$ cat src/rtl/vms_pkg.sv
// ----------------------------------------------------------------------------
// vms_pkg
// Shared types and codes for the video mode switch register block.
// ----------------------------------------------------------------------------
package vms_pkg;

  // Access kinds carried in the mode field of a request.
  localparam logic [5:0] ACC_CLR80COL  = 6'd0;
  localparam logic [5:0] ACC_SET80COL  = 6'd1;
  localparam logic [5:0] ACC_RD80COL   = 6'd2;
  localparam logic [5:0] ACC_CLRALTCH  = 6'd3;
  localparam logic [5:0] ACC_SETALTCH  = 6'd4;
  localparam logic [5:0] ACC_RDALTCH   = 6'd5;
  localparam logic [5:0] ACC_RDCOLOR   = 6'd6;
  localparam logic [5:0] ACC_WRCOLOR   = 6'd7;
  localparam logic [5:0] ACC_RDINTREG  = 6'd8;
  localparam logic [5:0] ACC_WRINTREG  = 6'd9;
  localparam logic [5:0] ACC_CLRINT    = 6'd10;
  localparam logic [5:0] ACC_RDNEWVID  = 6'd11;
  localparam logic [5:0] ACC_WRNEWVID  = 6'd12;
  localparam logic [5:0] ACC_RDVERTCNT = 6'd13;
  localparam logic [5:0] ACC_RDHORZCNT = 6'd14;
  localparam logic [5:0] ACC_RDBORDER  = 6'd15;
  localparam logic [5:0] ACC_WRBORDER  = 6'd16;
  localparam logic [5:0] ACC_CLRTEXT   = 6'd17;
  localparam logic [5:0] ACC_SETTEXT   = 6'd18;
  localparam logic [5:0] ACC_RDTEXT    = 6'd19;
  localparam logic [5:0] ACC_CLRMIXED  = 6'd20;
  localparam logic [5:0] ACC_SETMIXED  = 6'd21;
  localparam logic [5:0] ACC_RDMIXED   = 6'd22;
  localparam logic [5:0] ACC_CLRPAGE2  = 6'd23;
  localparam logic [5:0] ACC_SETPAGE2  = 6'd24;
  localparam logic [5:0] ACC_RDPAGE2   = 6'd25;
  localparam logic [5:0] ACC_CLRHIRES  = 6'd26;
  localparam logic [5:0] ACC_SETHIRES  = 6'd27;
  localparam logic [5:0] ACC_RDHIRES   = 6'd28;
  localparam logic [5:0] ACC_CLRDBLRES = 6'd29;
  localparam logic [5:0] ACC_SETDBLRES = 6'd30;
  localparam logic [5:0] ACC_VIDRESET  = 6'd31;
  localparam logic [5:0] ACC_REDRAW    = 6'd32;

  // Display modes.
  localparam logic [3:0] DM_40TEXT1 = 4'd0;
  localparam logic [3:0] DM_80TEXT1 = 4'd2;
  localparam logic [3:0] DM_LORES1  = 4'd4;
  localparam logic [3:0] DM_DLORES1 = 4'd6;
  localparam logic [3:0] DM_HIRES1  = 4'd8;
  localparam logic [3:0] DM_HIRES2  = 4'd9;
  localparam logic [3:0] DM_DHIRES1 = 4'd10;
  localparam logic [3:0] DM_DHIRES2 = 4'd11;
  localparam logic [3:0] DM_SUPER   = 4'd12;

  // Page move codes.
  localparam logic [2:0] PM_NONE     = 3'd0;
  localparam logic [2:0] PM_HI_1TO2  = 3'd1;
  localparam logic [2:0] PM_HI_2TO1  = 3'd2;
  localparam logic [2:0] PM_DHI_1TO2 = 3'd3;
  localparam logic [2:0] PM_DHI_2TO1 = 3'd4;

  // Geometry change codes.
  localparam logic [1:0] GC_NONE     = 2'd0;
  localparam logic [1:0] GC_TO_SUPER = 2'd1;
  localparam logic [1:0] GC_TO_STD   = 2'd2;

  // Display switch bit positions.
  localparam int SW_80COL  = 0;
  localparam int SW_ALTCH  = 1;
  localparam int SW_TEXT   = 2;
  localparam int SW_MIXED  = 3;
  localparam int SW_PAGE2  = 4;
  localparam int SW_HIRES  = 5;
  localparam int SW_DBLRES = 6;

  // New-video bit positions.
  localparam int NV_MONO   = 0;
  localparam int NV_LINEAR = 1;
  localparam int NV_SUPER  = 2;

  // Offset added to the vertical count on a read.
  localparam logic [9:0] VERT_OFFSET = 10'h0FA;

  typedef struct packed {
    logic [5:0] mode;
    logic [7:0] write_data;
    logic       store80;
    logic [8:0] vert_count;
    logic [6:0] horiz_sample;
    logic [1:0] irq_events;
  } vms_item_t;

  typedef struct packed {
    logic [7:0] read_data;
    logic [3:0] display_mode;
    logic [2:0] page_move;
    logic       full_redraw;
    logic [1:0] geometry_change;
    logic [1:0] irq_acks;
    logic       rebuild_memory;
    logic       text_colors_changed;
    logic       border_changed;
  } vms_result_t;

  typedef struct packed {
    logic [6:0] switches;
    logic [2:0] new_video;
    logic [3:0] text_fg;
    logic [3:0] text_bg;
    logic [7:0] border;
    logic [7:0] irq_status;
    logic [1:0] irq_enables;
    logic [3:0] cur_mode;
  } vms_state_t;

  localparam vms_state_t STATE_RESET = '{
    switches:    7'h04,
    new_video:   3'h0,
    text_fg:     4'hF,
    text_bg:     4'h0,
    border:      8'h00,
    irq_status:  8'h00,
    irq_enables: 2'h0,
    cur_mode:    DM_40TEXT1
  };

endpackage

$ cat src/rtl/video_mode_switch_registers_core.sv
// ----------------------------------------------------------------------------
// video_mode_switch_registers_core
// Video soft-switch and register block with an input and a result register.
// ----------------------------------------------------------------------------
// Each request is one bus access to the video switches and registers and
// yields exactly one result. A request is taken into an input register, and
// on its way to the result register it is decoded against the held switch,
// colour, interrupt and mode registers, which the same decode also updates.
// One request is taken per cycle while in_stall is low, and its result goes
// from the input register to the result register, which lets the next request
// enter while a result still waits; only a stalled result holds the input side back.
module video_mode_switch_registers_core import vms_pkg::*; (
  input  logic       clk,
  input  logic       rst,
  input  logic       in_valid,
  output logic       in_stall,
  input  logic [5:0] mode,
  input  logic [7:0] write_data,
  input  logic       store80,
  input  logic [8:0] vert_count,
  input  logic [6:0] horiz_sample,
  input  logic [1:0] irq_events,
  output logic       out_valid,
  input  logic       out_stall,
  output logic [7:0] read_data,
  output logic [3:0] display_mode,
  output logic [2:0] page_move,
  output logic       full_redraw,
  output logic [1:0] geometry_change,
  output logic [1:0] irq_acks,
  output logic       rebuild_memory,
  output logic       text_colors_changed,
  output logic       border_changed
);

  logic        s1_valid;
  vms_item_t   s1_item;
  logic        s1_move;
  vms_state_t  state;
  vms_state_t  state_next;
  vms_result_t res_next;
  vms_result_t res;

  // The input stage moves on when the result register is free or draining.
  assign s1_move  = s1_valid && (!out_valid || !out_stall);
  assign in_stall = s1_valid && !s1_move;

  // Input register.
  always_ff @(posedge clk) begin
    if (rst) begin
      s1_valid <= 1'b0;
    end else if (!in_stall) begin
      s1_valid <= in_valid;
    end
  end

  always_ff @(posedge clk) begin
    if (!in_stall && in_valid) begin
      s1_item <= '{mode: mode, write_data: write_data, store80: store80,
                   vert_count: vert_count, horiz_sample: horiz_sample,
                   irq_events: irq_events};
    end
  end

  // Access decode and register update.
  vms_access u_access (
    .cur  (state),
    .item (s1_item),
    .nxt  (state_next),
    .res  (res_next)
  );

  always_ff @(posedge clk) begin
    if (rst) begin
      state <= STATE_RESET;
    end else if (s1_move) begin
      state <= state_next;
    end
  end

  // Result register.
  always_ff @(posedge clk) begin
    if (rst) begin
      out_valid <= 1'b0;
    end else if (!out_valid || !out_stall) begin
      out_valid <= s1_valid;
    end
  end

  always_ff @(posedge clk) begin
    if (s1_move) begin
      res <= res_next;
    end
  end

  assign read_data           = res.read_data;
  assign display_mode        = res.display_mode;
  assign page_move           = res.page_move;
  assign full_redraw         = res.full_redraw;
  assign geometry_change     = res.geometry_change;
  assign irq_acks            = res.irq_acks;
  assign rebuild_memory      = res.rebuild_memory;
  assign text_colors_changed = res.text_colors_changed;
  assign border_changed      = res.border_changed;

endmodule

$ cat src/rtl/vms_access.sv
// ----------------------------------------------------------------------------
// vms_access
// Decodes one access against the held registers and produces the next
// register values and the result of that access.
// ----------------------------------------------------------------------------
module vms_access import vms_pkg::*; (
  input  vms_state_t  cur,
  input  vms_item_t   item,
  output vms_state_t  nxt,
  output vms_result_t res
);

  logic       upd;
  logic       old_ok;
  logic [3:0] old_mode;
  logic [3:0] new_mode;
  logic [9:0] vert_sum;

  // Mode selection by the fixed priority tree.
  function automatic logic [3:0] pick_mode(input logic [6:0] sw, input logic [2:0] nv,
                                           input logic s80);
    logic       pg;
    logic       dbl;
    logic [3:0] m;
    pg  = !s80 && sw[SW_PAGE2];
    dbl = sw[SW_DBLRES] && sw[SW_80COL];
    if (nv[NV_SUPER]) begin
      m = DM_SUPER;
    end else if (sw[SW_TEXT]) begin
      m = (sw[SW_80COL] ? DM_80TEXT1 : DM_40TEXT1) | {3'b000, pg};
    end else if (sw[SW_HIRES]) begin
      m = (dbl ? DM_DHIRES1 : DM_HIRES1) | {3'b000, pg};
    end else begin
      m = (dbl ? DM_DLORES1 : DM_LORES1) | {3'b000, pg};
    end
    return m;
  endfunction

  assign vert_sum = {1'b0, item.vert_count} + VERT_OFFSET;

  always_comb begin
    nxt      = cur;
    res      = '0;
    upd      = 1'b0;
    old_ok   = 1'b1;
    old_mode = cur.cur_mode;

    // Interrupt sources land before the access itself.
    nxt.irq_status = cur.irq_status |
                     {item.irq_events[1] | item.irq_events[0], item.irq_events[0],
                      item.irq_events[1], 5'b00000};

    unique case (item.mode)
      ACC_CLR80COL, ACC_SET80COL: begin
        nxt.switches[SW_80COL] = (item.mode == ACC_SET80COL);
        upd = 1'b1;
      end
      ACC_RD80COL: res.read_data = {cur.switches[SW_80COL], 7'b0};
      ACC_CLRALTCH, ACC_SETALTCH: begin
        nxt.switches[SW_ALTCH] = (item.mode == ACC_SETALTCH);
        upd = 1'b1;
      end
      ACC_RDALTCH: res.read_data = {cur.switches[SW_ALTCH], 7'b0};
      ACC_RDCOLOR: res.read_data = {cur.text_fg, cur.text_bg};
      ACC_WRCOLOR: begin
        nxt.text_fg = item.write_data[7:4];
        nxt.text_bg = item.write_data[3:0];
        res.text_colors_changed = 1'b1;
      end
      ACC_RDINTREG: res.read_data = {nxt.irq_status[7:3], cur.irq_enables, 1'b0};
      ACC_WRINTREG: nxt.irq_enables = item.write_data[2:1];
      ACC_CLRINT: begin
        // Each cleared source that was pending counts as one acknowledge.
        res.irq_acks = {1'b0, !item.write_data[6] & nxt.irq_status[6]} +
                       {1'b0, !item.write_data[5] & nxt.irq_status[5]};
        if (!item.write_data[6]) nxt.irq_status[6] = 1'b0;
        if (!item.write_data[5]) nxt.irq_status[5] = 1'b0;
        if (nxt.irq_status[6:5] == 2'b00) nxt.irq_status[7] = 1'b0;
      end
      ACC_RDNEWVID: res.read_data = {cur.new_video[NV_SUPER], cur.new_video[NV_LINEAR],
                                     cur.new_video[NV_MONO], 5'b00001};
      ACC_WRNEWVID: begin
        nxt.new_video = {item.write_data[7], item.write_data[6], item.write_data[5]};
        upd = 1'b1;
      end
      ACC_RDVERTCNT: res.read_data = vert_sum[8:1];
      ACC_RDHORZCNT: res.read_data = {item.vert_count[0], item.horiz_sample};
      ACC_RDBORDER:  res.read_data = cur.border;
      ACC_WRBORDER: begin
        nxt.border         = item.write_data;
        res.border_changed = (cur.border != item.write_data);
      end
      ACC_CLRTEXT, ACC_SETTEXT: begin
        nxt.switches[SW_TEXT] = (item.mode == ACC_SETTEXT);
        upd = 1'b1;
      end
      ACC_RDTEXT: res.read_data = {cur.switches[SW_TEXT], 7'b0};
      ACC_CLRMIXED, ACC_SETMIXED: begin
        nxt.switches[SW_MIXED] = (item.mode == ACC_SETMIXED);
        upd = 1'b1;
      end
      ACC_RDMIXED: res.read_data = {cur.switches[SW_MIXED], 7'b0};
      ACC_CLRPAGE2, ACC_SETPAGE2: begin
        // With 80STORE set, page 2 remaps memory instead of the display.
        nxt.switches[SW_PAGE2] = (item.mode == ACC_SETPAGE2);
        res.rebuild_memory     = item.store80;
        upd                    = !item.store80;
      end
      ACC_RDPAGE2: res.read_data = {cur.switches[SW_PAGE2], 7'b0};
      ACC_CLRHIRES, ACC_SETHIRES: begin
        nxt.switches[SW_HIRES] = (item.mode == ACC_SETHIRES);
        upd = 1'b1;
      end
      ACC_RDHIRES: res.read_data = {cur.switches[SW_HIRES], 7'b0};
      ACC_CLRDBLRES, ACC_SETDBLRES: begin
        nxt.switches[SW_DBLRES] = (item.mode == ACC_SETDBLRES);
        upd = 1'b1;
      end
      ACC_VIDRESET: begin
        // Video reset keeps the enables and treats the old mode as super.
        nxt.irq_status = 8'h00;
        nxt.switches   = STATE_RESET.switches;
        nxt.new_video  = STATE_RESET.new_video;
        nxt.border     = STATE_RESET.border;
        nxt.text_bg    = STATE_RESET.text_bg;
        nxt.text_fg    = STATE_RESET.text_fg;
        old_mode       = DM_SUPER;
        upd            = 1'b1;
      end
      ACC_REDRAW: begin
        old_ok = 1'b0;
        upd    = 1'b1;
      end
      default: begin
      end
    endcase

    // Mode recompute and change report.
    new_mode = pick_mode(nxt.switches, nxt.new_video, item.store80);
    if (upd) begin
      nxt.cur_mode = new_mode;
      if (!old_ok || old_mode != new_mode) begin
        if (old_ok && old_mode == DM_HIRES1 && new_mode == DM_HIRES2) begin
          res.page_move = PM_HI_1TO2;
        end else if (old_ok && old_mode == DM_HIRES2 && new_mode == DM_HIRES1) begin
          res.page_move = PM_HI_2TO1;
        end else if (old_ok && old_mode == DM_DHIRES1 && new_mode == DM_DHIRES2) begin
          res.page_move = PM_DHI_1TO2;
        end else if (old_ok && old_mode == DM_DHIRES2 && new_mode == DM_DHIRES1) begin
          res.page_move = PM_DHI_2TO1;
        end else begin
          res.full_redraw = 1'b1;
          if (new_mode == DM_SUPER) begin
            res.geometry_change = GC_TO_SUPER;
          end else if (old_ok && old_mode == DM_SUPER) begin
            res.geometry_change = GC_TO_STD;
          end
        end
      end
    end

    res.display_mode = nxt.cur_mode;
  end

endmodule

$ cat config.mk
export PLATFORM = sky130hd
export DESIGN_NAME = video_mode_switch_registers_core
export DESIGN_NICKNAME = d
export VERILOG_FILES = /design/src/rtl/vms_pkg.sv /design/src/rtl/video_mode_switch_registers_core.sv /design/src/rtl/vms_access.sv
export SDC_FILE = /design/constraint.sdc
export NUM_CORES = 1
export LEC_CHECK = 0
export ABC_AREA = 0
export BUFFER_PORTS_ARGS = -buffer_cell sky130_fd_sc_hd__buf_2
export CAP_MARGIN = 10
export CELL_PAD_IN_SITES_DETAIL_PLACEMENT = 0
export CELL_PAD_IN_SITES_GLOBAL_PLACEMENT = 2
export CORE_MARGIN = 3
export CORE_UTILIZATION = 40
export CTS_CLUSTER_DIAMETER = 30
export DETAILED_ROUTE_END_ITERATION = 10
export GPL_TIMING_DRIVEN = 0
export PLACE_DENSITY_LB_ADDON = 0.1
export SETUP_SLACK_MARGIN = 0.1
export SYNTH_ARGS = -nofsm -noshare
export SYNTH_HDL_FRONTEND = slang
export SYNTH_SLANG_ARGS = --single-unit
$ cat constraint.sdc
create_clock -name clk -period 6.4 [get_ports clk]
set_input_delay 0.96 -clock clk [delete_from_list [all_inputs] [get_ports clk]]
set_output_delay 0.96 -clock clk [all_outputs]
set_load 0.01 [all_outputs]
Yosys cells after proc, flatten, opt, wreduce, memory -nomap -nowiden
Cells that the tools add are included.
Operators by class
  add/subtract/negate cells: 2
  multiply operators: 0
  divide/modulo/power cells: 0
  order comparisons: 0
  equal/unequal tests: 44
  shifts and indexed selects: 0
  multiplexer cells: 36
  bitwise operators: 9
  reduce and logical (&&, ||, !) cells: 49
Operators by type and width (number)
  equality test 6 x 5 -> 1 bit, second input constant: 16
  case mux 8 bit (12 select lines): 1
  equality test 6 x 4 -> 1 bit, second input constant: 8
  equality test 4 bit, second input constant: 10
  case mux 8 bit (2 select lines): 2
  equality test 6 x 3 -> 1 bit, second input constant: 4
  two-way mux 4 bit: 5
  case mux 1 bit (2 select lines): 8
  OR reduction 15 bit: 1
  logical AND 1 bit: 14
  two-way mux 2 bit: 7
  AND reduction 2 bit: 7
  OR reduction 2 bit: 7
  equality test 6 x 2 -> 1 bit, second input constant: 2
  bitwise OR 4 x 1 -> 4 bit: 3
  case mux 3 bit (2 select lines): 2
  nonzero test 2 bit: 5
  adder 9 x 8 -> 9 bit, second input constant: 1
  two-way mux 1 bit: 8
  != test 8 bit: 1
  bitwise OR 8 bit: 1
  logical NOT 1 bit: 7
  OR reduction 7 bit: 1
  equality test 6 x 1 -> 1 bit, second input constant: 1
  14 further kinds: 18
Storage, ports and cells
  register bits after elaboration: 98
  bits in latches: 0
  RAM bits: 0
  ROM bits: 0
  bits of input ports: 37
  output and inout port bits: 25
  logic and storage cells: 171
  memories: 0

Longest topological paths before layout
  depth in word-level cells: 15
  mapped depth: 9
  mapped depth without buffers: 7

By module
A second synthesis with hierarchy kept.
Second synthesis, totals
  cell total of the unflattened synthesis: 511
  area, all modules: 5300.1 um^2
Modules (own cells, without submodules)
  video_mode_switch_registers_core: instances 1, cells each 240, area each 3567.2 um^2, seq. area each 2522.4 um^2
  vms_access: instances 1, cells each 271, area each 1732.9 um^2, seq. area each 0.0 um^2

Worst setup path before layout
No wires, ideal clock.
  kind: input-to-reg
  start point: in out_stall
  end point: reg s1_item[0] in the netlist's numbering, enable pin
  arrival time: 2.693 ns
  path slack: 3.281 ns
  cell stages on the path: 2
  path buffers: 0
  cell sequence: and3_1 nor2b_1
Between the ends
  word-level cells in the longest chain between the ends: 7
Ends and longest elaborated chain
  from (decl): RTL line video_mode_switch_registers_core.sv:24  | input logic out_stall,
  logical NOT 1 bit: RTL line video_mode_switch_registers_core.sv:45  | assign s1_move = s1_valid && (!out_valid || !out_stall);
  logical OR 1 bit: RTL line video_mode_switch_registers_core.sv:45
  logical AND 1 bit: RTL line video_mode_switch_registers_core.sv:45
  logical NOT 1 bit: RTL line video_mode_switch_registers_core.sv:46  | assign in_stall = s1_valid && !s1_move;
  logical AND 1 bit: RTL line video_mode_switch_registers_core.sv:46
  logical NOT 1 bit: RTL line video_mode_switch_registers_core.sv:58  | if (!in_stall && in_valid) begin
  logical AND 1 bit: RTL line video_mode_switch_registers_core.sv:58
  to (signal assigned): RTL line video_mode_switch_registers_core.sv:59  | s1_item <= '{mode: mode, write_data: write_data, store80: store80,
  to (decl): RTL line video_mode_switch_registers_core.sv:37  | vms_item_t s1_item;
No other way between the ends.
A chain may end at the register's enable or synchronous reset.

Worst setup path after layout
  start point: reg s1_item[31] in the netlist's numbering
  end point: reg res (netlist bit full_redraw) (data pin)
Between the ends
  word-level cells in the longest chain between the ends: 13
Ends and longest elaborated chain
  equality test 6 x 5 -> 1 bit, or another cell as far along: RTL line vms_access.sv:53  | unique case (item.mode)
  OR reduction 2 bit: RTL line vms_access.sv:53
  case mux 1 bit (2 select lines): RTL line vms_access.sv:53
  logical AND 1 bit: RTL line vms_access.sv:26  | dbl = sw[SW_DBLRES] && sw[SW_80COL];
  two-way mux 2 bit: RTL line vms_access.sv:32, vms_access.sv:34
  bitwise OR 4 x 1 -> 4 bit (on tied branches): RTL line vms_access.sv:34, vms_access.sv:32
  two-way mux 4 bit: RTL line vms_access.sv:31  | end else if (sw[SW_HIRES]) begin
  two-way mux 4 bit: RTL line vms_access.sv:29  | end else if (sw[SW_TEXT]) begin
  two-way mux 4 bit: RTL line vms_access.sv:27  | if (nv[NV_SUPER]) begin
  != test 4 bit: RTL line vms_access.sv:142  | if (!old_ok || old_mode != new_mode) begin
  logical OR 1 bit: RTL line vms_access.sv:142
  inverter 1 bit (no line)
  OR reduction 5 bit (no line)
  to (signal assigned): RTL line video_mode_switch_registers_core.sv:92  | res <= res_next;
  to (decl): RTL line video_mode_switch_registers_core.sv:42  | vms_result_t res;
Parallel ways exist; a longest one is shown, timed or not.

==> flow_summary.ini <==
[die]
die-area_sq_um = 12200
start_util_pct = 41.8
io_pins = 62
die_w_um = 111
die_h_um = 111
core-area_sq_um = 10500
rows = 37

[route]
first_iter_violations = 267
drtAntennaViolNets = 0
drt_pass1_iterations = 5
drc_errors = 0
drt-total-wl_um = 11500
wire_per_inst_um = 18.2
viasPerCell = 5.49
vias = 3459

[min_path]
hold_path.class = reg -> reg
whs_path_depth = 2
hp-start = state[23]
hold_end = state[23]

[status]
status = complete, no violations

[layout]
seq_area_sq_um = 2420
area_growth_pct = 16.0
fill_cells = 1041
fin_util_pct = 48.5
nets = 528
drive_above_1_share_pct = 19.8
multi_input_area_sq_um = 1850
num_antenna_cells = 0

[yosys]
synthArstFlopShare_pct = 0
synth_fp_nets = 457
postSynthAreaPerCell_sq_um = 10.5
synth_area_sq_um = 4380
ys_warn_count = 0
ys_seq_area_share_pct = 55.3
synthCells = 418
ys_types = 67
ys_seq_elements = 93
synth-edff-count = 56
ys.flop_type = edfxtp_1

[clock_tree]
cts.sinks = 93
clkTransAtPathRegs_ps = 90
clockBufferDepth = 2
cts_tree = done
cts_hold_buf = 0
numCtsBuffers = 9
clockRootBuffer = clkbuf_8
cts_max_level = 3
post_cts_resize_count = 0
postCtsSetupBuffers = 0
clk_latency_ps = 380

[critical_path]
crit_type = reg -> reg
path_max_fanout = 8
worstPathArrival_ps = 2940
rr_endpoint = full_redraw
r2r_cells = 7
rr_startpoint = s1_item[31]
crit_required_ps = 6510
cp-start-kind = flip-flop
reg2reg_slack_ps = 3570
cp-end-kind = flip-flop
cpPeakStageDelay_ps = 510
path_cells = nand4bb_1 -> nor2_1 -> o2bb2ai_1 -> nor2_1 -> xnor2_1 -> a2111oi_1 -> a21boi_1
crit_top_cell = nor2_1
cp_slowest_cell = edfxtp_1

[timing]
worst_pin_slew_ps = 909
finalHoldViolations = 0
setup-violations-final = 0
relSlewSlack_pct = 39.3
clock_skew_ps = 13.5
finalCritPeriodShare_pct = 44.2
slew_viol_final = 0
setup_ws_ps = 3570
max_freq_ghz = 0.353
grt_setup_unrepaired = no
tns_ps = 0
min_period_ps = 2830

[placement]
gp_congestion = 0.897
post-place-ws_ps = 3560
hpwlAfterDp_um = 8150
portBuffers = 60

[grt]
grt_pass1_wl_um = 18800
grt_start_max_net_pins = 34
met3_usage_pct = 4.38
grt_pass1_vias = 3391
top_usage_layer = met2
antenna_found_initial = 0
grt_use_total_pct = 19.6
use_met1_pct = 27.8
grtUsageMet2_pct = 30.2
grt_overflow = 0

[power_and_ir_drop]
ir_drop_mv = 0.204
pwr_density_cell_nw_per_um2 = 242
leakage_uw = 0.00184

[flow_run]
cap_violations = 0
[logic make-up (layout without fill, tap and decap cells)]
family | Yosys count | after routing | synth area share [%]
compound gates | 106 | 106 | 17.4
flops | 93 | 93 | 55.3
simple gates | 167 | 167 | 19.1
buf+inv | 27 | 103 | 2.69
xor+xnor | 15 | 15 | 3.00
fa+ha+maj | 2 | 2 | 0.572
mux | 8 | 8 | 1.91
[synth_stat cells, types with 3 or more instances]
| library cell | number | area [sq um] |
|---|---|---|
| edfxtp_1 | 56 | 1680 |
| nor2_1 | 52 | 195 |
| nand2_1 | 42 | 158 |
| dfxtp_1 | 37 | 741 |
| a21oi_1 | 26 | 130 |
| o21ai_0 | 18 | 90.1 |
| nand3_1 | 17 | 85.1 |
| nor3_1 | 13 | 65.1 |
| clkbuf_1 | 10 | 37.5 |
| xor2_1 | 10 | 87.6 |
| a211oi_1 | 8 | 60.1 |
| a22oi_1 | 7 | 52.6 |
| buf_2 | 7 | 35.0 |
| inv_1 | 6 | 22.5 |
| a222oi_1 | 5 | 50.1 |
| mux2i_1 | 5 | 50.1 |
| xnor2_1 | 5 | 43.8 |
| a31oi_1 | 4 | 25.0 |
| and2_1 | 4 | 25.0 |
| nand2b_1 | 4 | 25.0 |
| nor2b_1 | 4 | 25.0 |
| o211ai_1 | 4 | 30.0 |
| o21bai_1 | 4 | 30.0 |
| a221oi_1 | 3 | 26.3 |
| and3_1 | 3 | 18.8 |
| mux2_2 | 3 | 33.8 |
| nand4b_1 | 3 | 26.3 |
| nor3b_1 | 3 | 22.5 |
| o31ai_1 | 3 | 22.5 |
| or2_1 | 3 | 18.8 |
[metal layers]
layer	wire, um	part of all wire [%]
met1	5490	48
met2	5120	45
met3	724	6.3
met4	128	1.1
met5	0	0
[stage by stage]
| step | power, uW | cell area, sq um | hold WS, ps | cells |
|---|---|---|---|---|
| 2_1_floorplan | 758 | 4380 | 436 | 418 |
| 3_3_place_gp | 803 | 4850 | 446 | 614 |
| 3_5_place_dp | 803 | 4860 | 448 | 614 |
| 4_1_cts | 1250 | 5080 | 461 | 630 |
| 5_1_grt | 1290 | 5080 | 476 | 630 |
| 6_report | 1230 | 5080 | 459 | 630 |
[flip-flops by register name, summed over array words and instances (netlist names)]
signal,count
s1_valid,1
geometry_change,2
rebuild_memory,1
state,35
page_move,3
display_mode,4
border_changed,1
full_redraw,1
out_valid,1
read_data,8
s1_item,33
text_colors_changed,1
irq_acks,2
[worst max-delay path: cells and delay by family (launching register included)]
| family | cells | cell delay (ps) |
|---|---|---|
| XOR/XNOR | 1 | 190 |
| AO/OA/AOI/OAI | 3 | 830 |
| flip-flops | 1 | 510 |
| AND/OR/NAND/NOR | 3 | 1030 |
[report_power, final]
group          total, uW  internal [uW]  switching [uW]
clock network        441            221             220
registers            678            660            18.1
logic                111           42.3            68.9
total               1230            924             307
[area by class of cell]
class,count,share of cell area [%]
plain buffers,19,1.75
clock buffers,9,2.44
clock inverters,7,1.90
inverters,8,0.591
multi-input cells,298,36.3
flip-flops and latches,93,47.7
well taps,136,3.35
repair buffers,60,5.91
[worst max path at each step]
stage	startpoint	end	slack, ps	cells after the start
3_5_place_dp	s1_item[31]	full_redraw	3560	7
5_1_grt	s1_item[31]	full_redraw	3270	7
4_1_cts	s1_item[31]	full_redraw	3530	7
3_3_place_gp	out_stall	s1_item[1]	2560	3
2_1_floorplan	out_stall	s1_item[0]	3280	2
6_report	s1_item[31]	full_redraw	3570	7
[placed cells by master, fill, tap and decap left out, types with 8 or more instances in the layout]
| cell type | n |
|---|---|
| xor2_1 | 10 |
| edfxtp_1 | 56 |
| dfxtp_1 | 37 |
| a211oi_1 | 8 |
| nand2_1 | 42 |
| clkbuf_8 | 9 |
| nor2_1 | 52 |
| o21ai_0 | 18 |
| clkbuf_1 | 10 |
| nand3_1 | 17 |
| a21oi_1 | 26 |
| nor3_1 | 13 |
| buf_2 | 68 |
Note: power is estimated with default switching activity, not from simulation.
